## config.mk

```make
export PLATFORM = sky130hd
export DESIGN_NAME = pmi_ctrl
export DESIGN_NICKNAME = d
export VERILOG_FILES = /design/src/rtl/pmi_pkg.sv /design/src/rtl/pmi_ctrl.sv
export SDC_FILE = /design/constraint.sdc
export NUM_CORES = 1
export LEC_CHECK = 0
export ABC_AREA = 1
export BUFFER_PORTS_ARGS = -buffer_cell sky130_fd_sc_hd__clkbuf_2
export CORE_AREA = 4 4 41 43
export DETAILED_ROUTE_END_ITERATION = 10
export DIE_AREA = 0 0 45 47
export SYNTH_ARGS = -nofsm -noshare
export SYNTH_HDL_FRONTEND = slang
export SYNTH_SLANG_ARGS = --single-unit
```

## constraint.sdc

```tcl
create_clock -name clk -period 1 [get_ports clk]
set_input_delay 0.05 -clock clk [delete_from_list [all_inputs] [get_ports clk]]
set_output_delay 0.05 -clock clk [all_outputs]
set_load 0.03 [all_outputs]
```

## src/rtl/pmi_pkg.sv

```systemverilog
// Shared constants, codes and controller/datapath interface types for the page map insert block.
package pmi_pkg;

  localparam int TABLE_FRAMES      = 64;
  localparam int ENTRIES_PER_TABLE = 512;
  localparam int IDX_W             = 9;
  localparam int TBL_W             = 6;
  localparam int ADDR_W            = TBL_W + IDX_W;
  localparam int FRAME_W           = 40;
  localparam int ENTRY_W           = FRAME_W + 2;
  localparam int VPAGE_W           = 36;
  localparam int CNT_W             = 7;
  localparam int CFG_IDX_W         = 2;

  localparam logic [1:0] STATUS_MAPPED   = 2'd0;
  localparam logic [1:0] STATUS_NO_TABLE = 2'd1;
  localparam logic [1:0] STATUS_OUTSIDE  = 2'd2;

  localparam logic [CFG_IDX_W-1:0] CFG_ROOT_TABLE  = 2'd0;
  localparam logic [CFG_IDX_W-1:0] CFG_FIRST_FREE  = 2'd1;
  localparam logic [CFG_IDX_W-1:0] CFG_TABLE_BASE  = 2'd2;

  typedef enum logic [2:0] {
    ST_RST_CLR,
    ST_IDLE,
    ST_READ,
    ST_EVAL,
    ST_CLEAR,
    ST_LINK,
    ST_LEAF,
    ST_DONE
  } pmi_state_t;

  typedef struct packed {
    logic load_item;
    logic eval;
    logic clr_all_wr;
    logic clr_tbl_wr;
    logic link_wr;
    logic leaf_wr;
    logic out_load;
  } pmi_cmd_t;

  typedef struct packed {
    logic present;
    logic rel_oob;
    logic alloc_empty;
    logic level_last;
    logic failed;
    logic cnt_tbl_last;
    logic cnt_all_last;
  } pmi_stat_t;

endpackage

```

## src/rtl/pmi_ctrl.sv

```systemverilog
// Controller state machine that sequences the table walk, table clearing and result handoff.
module pmi_ctrl (
  input  logic               clk,
  input  logic               rst_n,
  input  logic               in_tvalid,
  output logic               in_tready,
  output logic               out_tvalid,
  input  logic               out_tready,
  input  pmi_pkg::pmi_stat_t stat,
  output pmi_pkg::pmi_cmd_t  cmd,
  output pmi_pkg::pmi_state_t state
);

  pmi_pkg::pmi_state_t state_r, state_nxt;
  logic out_valid_r, out_valid_nxt;

  always_comb begin
    state_nxt = state_r;
    case (state_r)
      pmi_pkg::ST_RST_CLR: if (stat.cnt_all_last) state_nxt = pmi_pkg::ST_IDLE;
      pmi_pkg::ST_IDLE:    if (in_tvalid) state_nxt = pmi_pkg::ST_READ;
      pmi_pkg::ST_READ: begin
        if (stat.failed) begin
          state_nxt = pmi_pkg::ST_DONE;
        end else if (stat.level_last) begin
          state_nxt = pmi_pkg::ST_LEAF;
        end else begin
          state_nxt = pmi_pkg::ST_EVAL;
        end
      end
      pmi_pkg::ST_EVAL: begin
        if (stat.present) begin
          state_nxt = stat.rel_oob ? pmi_pkg::ST_DONE : pmi_pkg::ST_READ;
        end else begin
          state_nxt = stat.alloc_empty ? pmi_pkg::ST_DONE : pmi_pkg::ST_CLEAR;
        end
      end
      pmi_pkg::ST_CLEAR:   if (stat.cnt_tbl_last) state_nxt = pmi_pkg::ST_LINK;
      pmi_pkg::ST_LINK:    state_nxt = pmi_pkg::ST_READ;
      pmi_pkg::ST_LEAF:    state_nxt = pmi_pkg::ST_DONE;
      pmi_pkg::ST_DONE:    if (!out_valid_r || out_tready) state_nxt = pmi_pkg::ST_IDLE;
      default:             state_nxt = pmi_pkg::ST_IDLE;
    endcase
  end

  always_comb begin
    cmd = '0;
    in_tready = 1'b0;
    case (state_r)
      pmi_pkg::ST_RST_CLR: cmd.clr_all_wr = 1'b1;
      pmi_pkg::ST_IDLE: begin
        in_tready = 1'b1;
        cmd.load_item = in_tvalid;
      end
      pmi_pkg::ST_EVAL:  cmd.eval = 1'b1;
      pmi_pkg::ST_CLEAR: cmd.clr_tbl_wr = 1'b1;
      pmi_pkg::ST_LINK:  cmd.link_wr = 1'b1;
      pmi_pkg::ST_LEAF:  cmd.leaf_wr = 1'b1;
      pmi_pkg::ST_DONE:  cmd.out_load = !out_valid_r || out_tready;
      default:           cmd = '0;
    endcase
  end

  always_comb begin
    out_valid_nxt = out_valid_r;
    if (out_valid_r && out_tready) out_valid_nxt = 1'b0;
    if (cmd.out_load) out_valid_nxt = 1'b1;
  end

  always_ff @(posedge clk) begin
    if (!rst_n) begin
      state_r     <= pmi_pkg::ST_RST_CLR;
      out_valid_r <= 1'b0;
    end else begin
      state_r     <= state_nxt;
      out_valid_r <= out_valid_nxt;
    end
  end

  assign out_tvalid = out_valid_r;
  assign state      = state_r;

endmodule

```

==> results.md, run 1 <==
* Buffers added on ports at 22
* Post-DP Area at 623 sq um
* Largest net degree at the start of global routing at 7
* Critical Path AT at 1.15 ns
* Post-synth top area share at 21.2%
* Run status: finished with violations
* Fin. Hold Viols at 0
* Row count at 13
* Routed vias/inst at 4.49
* Total number of vias at 566
* Diode count at 0
* Die W at 45 microns
* Post-synthesis sequential area ratio at 21.2%
* TritonRoute pass-1 iters at 3
* Mapped Area at 378 sq um
* R2R setup slack at -0.17 ns
* P_leak at 0.439 nW
* Vias in the first global route at 518
* Crit. End Element: primary output
* Max Slew Vio Count at 0
* Max Cap Viol at 0
* EDFF count, synth at 0
* Worst Path Class, Setup: reg2out
* Ys Warns at 0
* Post-Syn Instances at 72
* Worst slew pin tran at 0.210 ns
* GRT Residual Overflow at 0
* VDD IR max at 2120 uV
* Cell variety after synth at 16
* Detail Route Antenna Nets at 0
* PD cells at 2770 nW/um^2
* Violated checks: setup timing
* Area grow syn2layout at 139%
* Clk Latency, worst-skew pair at 0.23 ns
* First-pass GRT wire length at 2.08 mm
* H-tree Lvls at 1
* Worst-path maximum fanout at 6
* Final nets at 123
* Most common library cells after synthesis: 19 x nor2_1, 16 x nand2_1, 13 x inv_1
* DRT Wirelength at 1.34 mm
* Clock Skews at 0.00617 ns
* Fill cells at 113
* Max Freq at 0.831 GHz
* RSZ-0062 raised after global routing: true
* CORE AREA at 1300 sq um
* Crit path required time at 0.95 ns
* Post-Syn Nets at 83
* CTS buffer count at 3
* Die height at 47 microns
* CTS tree: built
* DRC at 0
* Synth area leader: dfxtp_1
* Most common cell in the netlist: nor2_1
* Num ports at 23
* Final GP Congestion at 0.764
* Initial drt markers at 7
* Fin area at 905 sq um
* CP Launch Type: flop
* Full die area at 2120 sq um
* Initial core utilization at 29.0%
* Clk slew on worst S/H paths at 0.04 ns
* Cts hold-fix bufs at 0
* Synth Flop Type: dfxtp_1
* Clock Path Buffers at 2
* # setup viols final at 13
* Share of post-route cells with drive strength above 1 at 66.7%
* Fin crit period at 1.20 ns
* Total GRT Usage at 13.2%
* Period utilization at 120%
* FF+latch count, synth at 4
* Syn Area/Cell at 5.25 sq um
* Worst hold path type: in2reg
* WL/cell at 10.6 microns
* DP Wirelength at 878 microns
* Initial antenna violation count at 0
* CTS Root Cell: clkbuf_4
* Rel. slew slack at 85.9%
* Synth area leaders: dfxtp_1 21%, nor2_1 19%, nand2_1 16%
* Setup TNS at -1.54 ns
* Fin worst setup slack at -0.204 ns
* Clock sink count at 4
* Synth async-reset ratio at 0%
==> repair_timing <==
item | 4_1_cts | 5_1_grt
buffers inserted | 5 | 2
gates resized for setup | 32 | 35
endpoints found under the setup margin | 12 | 13
pin swaps | 4 | 13
gates cloned | 0 | 0
==> power breakdown <==
part | switching [mW] | internal [mW]
logic | 1.05 | 0.861
registers | 0.139 | 0.241
clock network | 0.0690 | 0.150
total | 1.26 | 1.25
==> layout by cell type, fill, tap and decap left out, types with 2 or more instances in the layout <==
master,Yosys,layout
buf_6,0,11
inv_4,0,3
buf_8,0,5
buf_4,1,5
dfxtp_4,0,3
nand2_2,2,4
nand2_4,0,2
o21ai_0,2,2
nor2_1,19,9
nor2_4,0,10
clkbuf_2,0,12
inv_1,13,7
clkbuf_4,0,4
nand2_1,16,12
inv_2,1,3
nor3_4,0,2
nand3_2,0,3
clkbuf_8,0,2
nand3b_1,2,2
nor2_2,2,2
==> per-stage QoR <==
step           hold slack (ns)  power (mW)  util (%)  worst slack (ns)  cells
6_report                0.0722        2.51      69.5            -0.204    126
5_1_grt                 0.0746        2.68      69.5            -0.266    126
4_1_cts                 0.0525        2.19      61.5            -0.211    125
3_5_place_dp             0.302        1.57      47.9            -0.127    116
3_3_place_gp             0.301        1.57      47.9            -0.134    116
2_1_floorplan            0.161        1.19         -            -0.104     72
==> kinds of logic after synthesis <==
kind of cell | synth area share, %
and+or+nand+nor | 55.0
buffers and inverters | 15.9
AOI/OAI and AO/OA | 7.95
DFF | 21.2
==> cell type report <==
| class | instances | area (sq um) | share of cell area (%) |
|---|---|---|---|
| tap | 15 | 18.8 | 2.07 |
| inverter | 14 | 65.1 | 7.19 |
| timing repair buffer | 36 | 332 | 36.7 |
| clock buffer | 4 | 26.3 | 2.90 |
| sequential | 4 | 92.6 | 10.2 |
| multi-input combinational | 53 | 370 | 40.9 |
==> per-layer routing <==
metal  track usage [%]  wire, microns  vias to the layer above
met5                 0              0                        -
met4              5.26              0                        0
met3              2.30             72                        0
met2              22.9            724                       15
met1              16.2            543                      252
li1                  -              -                      299
==> critical path, stage by stage, from the launching register on <==
cell and delay [ns]:
dfxtp_4 0.41, inv_4 0.05, nor2_4 0.11, inv_4 0.07, nor3_4 0.11, clkbuf_8 0.18
==> flip-flops by register name (all words and copies together) (netlist names) <==
name and count:
out_tvalid 1, state 3
==> path summary, 6_finish.rpt <==
path | depth (start not counted) | end | startpoint
worst min-delay path | 3 | state[1] | rst_n
worst max register to register | 8 | state[0] | state[2]
worst max-delay path | 5 | cmd[6] | state[0]
worst min register to register | 3 | out_tvalid | out_tvalid
No activity file was read; power rests on OpenSTA's default activity.
==> run 2, diff against run 1 <==
BUFFER_PORTS_ARGS = -buffer_cell sky130_fd_sc_hd__buf_2   (was -buffer_cell sky130_fd_sc_hd__clkbuf_2)
GPL_TIMING_DRIVEN = 0   (was unset)
==> run 2 against run 1 <==
Against the previous run:
- the flow still finishes with violations (setup timing)
- sequential power about the same
- fmax up 1.0%
- cell area down 11%
- global-route usage down 0.47 points
- clock skew up 0.0065 ns
- register-to-register slack better by 0.02 ns
- first-iteration DRC count down 71%
- critical path type unchanged
- critical endpoint unchanged
==> results.md, run 2 (synthesis gave the netlist of run 1 again) <==
* Worst Hold Slack at 0.0605 ns (-0.0116 ns)
* Fin worst setup slack at -0.192 ns (+0.0122 ns)
* Area grow syn2layout at 114%
* Share of post-route cells with drive strength above 1 at 64.5% (-2.2 points)
* Diode count at 0 (unchanged)
* Worst slew pin tran at 0.231 ns (+0.0212 ns)
* Clk slew on worst S/H paths at 0.05 ns (about the same)
* CTS buffer count at 3 (unchanged)
* DRT Wirelength at 1.25 mm (-7.1%)
* Run status: finished with violations
* DRC at 0 (unchanged)
* VDD IR max at 1670 uV (-22%)
* Crit path required time at 0.95 ns (about the same)
* WL/cell at 10.2 microns (-4.0%)
* CP Launch Type: flop
* Rel. slew slack at 84.5% (-1.3 points)
* Final GP Congestion at 0.767 (+0.46%)
* Violated checks: setup timing
* P_leak at 0.403 nW (-8.2%)
* Max Freq at 0.839 GHz (+1.0%)
* Fin area at 807 sq um (-11%)
* Full die area at 2120 sq um (unchanged)
* Fin crit period at 1.19 ns (-0.0122 ns)
* Commonest non-fill, non-tap cells in the layout: 13 x nand2_1, 13 x buf_2, 11 x buf_6
* Clk Latency, worst-skew pair at 0.25 ns (+0.02 ns)
* Vias in the first global route at 477 (-7.9%)
* Worst Path Class, Setup: reg2out
* Row count at 13 (unchanged)
* # setup viols final at 12 (-1)
* Worst-path maximum fanout at 5 (-1)
* First-pass GRT wire length at 1.92 mm (-7.6%)
* CTS Root Cell: clkbuf_4
* Clock sink count at 4 (unchanged)
* Die height at 47 microns (unchanged)
* RSZ-0062 raised after global routing: true
* Period utilization at 119% (-1.2 points)
* Initial antenna violation count at 0 (unchanged)
* DP Wirelength at 846 microns (-3.7%)
* H-tree Lvls at 1 (unchanged)
* Total number of vias at 538 (-4.9%)
* TritonRoute pass-1 iters at 4 (+1)
* Routed vias/inst at 4.41 (-1.8%)
* Initial core utilization at 29.0% (unchanged)
* Max Cap Viol at 0 (unchanged)
* Max Slew Vio Count at 0 (unchanged)
* Die W at 45 microns (unchanged)
* Largest net degree at the start of global routing at 11 (+4)
* PD cells at 2900 nW/um^2 (+4.4%)
* GRT Residual Overflow at 0 (unchanged)
* Clock Path Buffers at 2 (unchanged)
* Max reg flops at 3 (unchanged)
* Worst hold path type: in2reg
* Buffers added on ports at 22 (unchanged)
* Fin. Hold Viols at 0 (unchanged)
* Post-DP Area at 571 sq um (-8.4%)
* CORE AREA at 1300 sq um (unchanged)
* Critical Path AT at 1.14 ns (about the same)
* Detail Route Antenna Nets at 0 (unchanged)
* Crit. End Element: primary output
* Final nets at 119 (-3.3%)
* Total GRT Usage at 12.7% (-0.47 points)
* Initial drt markers at 2 (-5)
* CTS tree: built
* Num ports at 23 (unchanged)
* Clock Skews at 0.0126 ns (+0.00647 ns)
## run 2: per-layer routing
layer  wire, microns  up-vias  GRT usage (%)  part of all wire, %
li1                -      290              -                    -
met1             479      233           14.4                   38
met2             685       15           22.6                   55
met3              81        0           2.30                  6.5
met4               0        0           7.02                    0
met5               0        -              0                    0
## run 2: final cells by class
cell class                 count  area, sq um
multi-input combinational     53          358
tap                           15         18.8
fill                         136          494
inverter                      14         62.6
clock buffer                   4         26.3
timing repair buffer          32          249
sequential                     4         92.6
## run 2: worst max-delay path, cell delays in order, from the launching register on
cell and delay [ns]:
dfxtp_4 0.39, inv_4 0.05, nor2_4 0.14, inv_4 0.07
nor3_4 0.11, buf_6 0.15
## run 2: worst paths after layout
path	start	end	slack, ns	cells after the start
max reg2reg	state[0]	state[1]	-0.15	9
max	state[0]	cmd[6]	-0.19	5
min reg2reg	state[1]	state[1]	0.58	2
min	rst_n	state[1]	0.06	3
## run 2: through the flow
step | power (mW) | setup TNS (ns) | setup WS, ns | instances | utilization (%)
finish | 2.34 | -1.46 | -0.192 | 122 | 62.0
global route | 2.51 | -2.20 | -0.243 | 122 | 62.0
CTS | 2.05 | -1.35 | -0.155 | 119 | 55.2
floorplan | 1.19 | -0.373 | -0.104 | 72 | -
detailed placement | 1.44 | -0.566 | -0.116 | 109 | 43.8
global placement | 1.44 | -0.543 | -0.141 | 109 | 43.8
## run 2: repair_timing
action	4_1_cts	5_1_grt
setup endpoints to repair	11	12
pin swaps	6	6
gates cloned	0	0
hold buffers	0	0
setup buffers	7	3
endpoints found under the hold margin	0	0
resized for setup	28	20
## run 2: power breakdown
group	switching [mW]	internal (mW)	leakage [nW]
Clock	0.0819	0.151	0.0150
Sequential	0.142	0.241	0.0353
Combinational	0.992	0.730	0.353
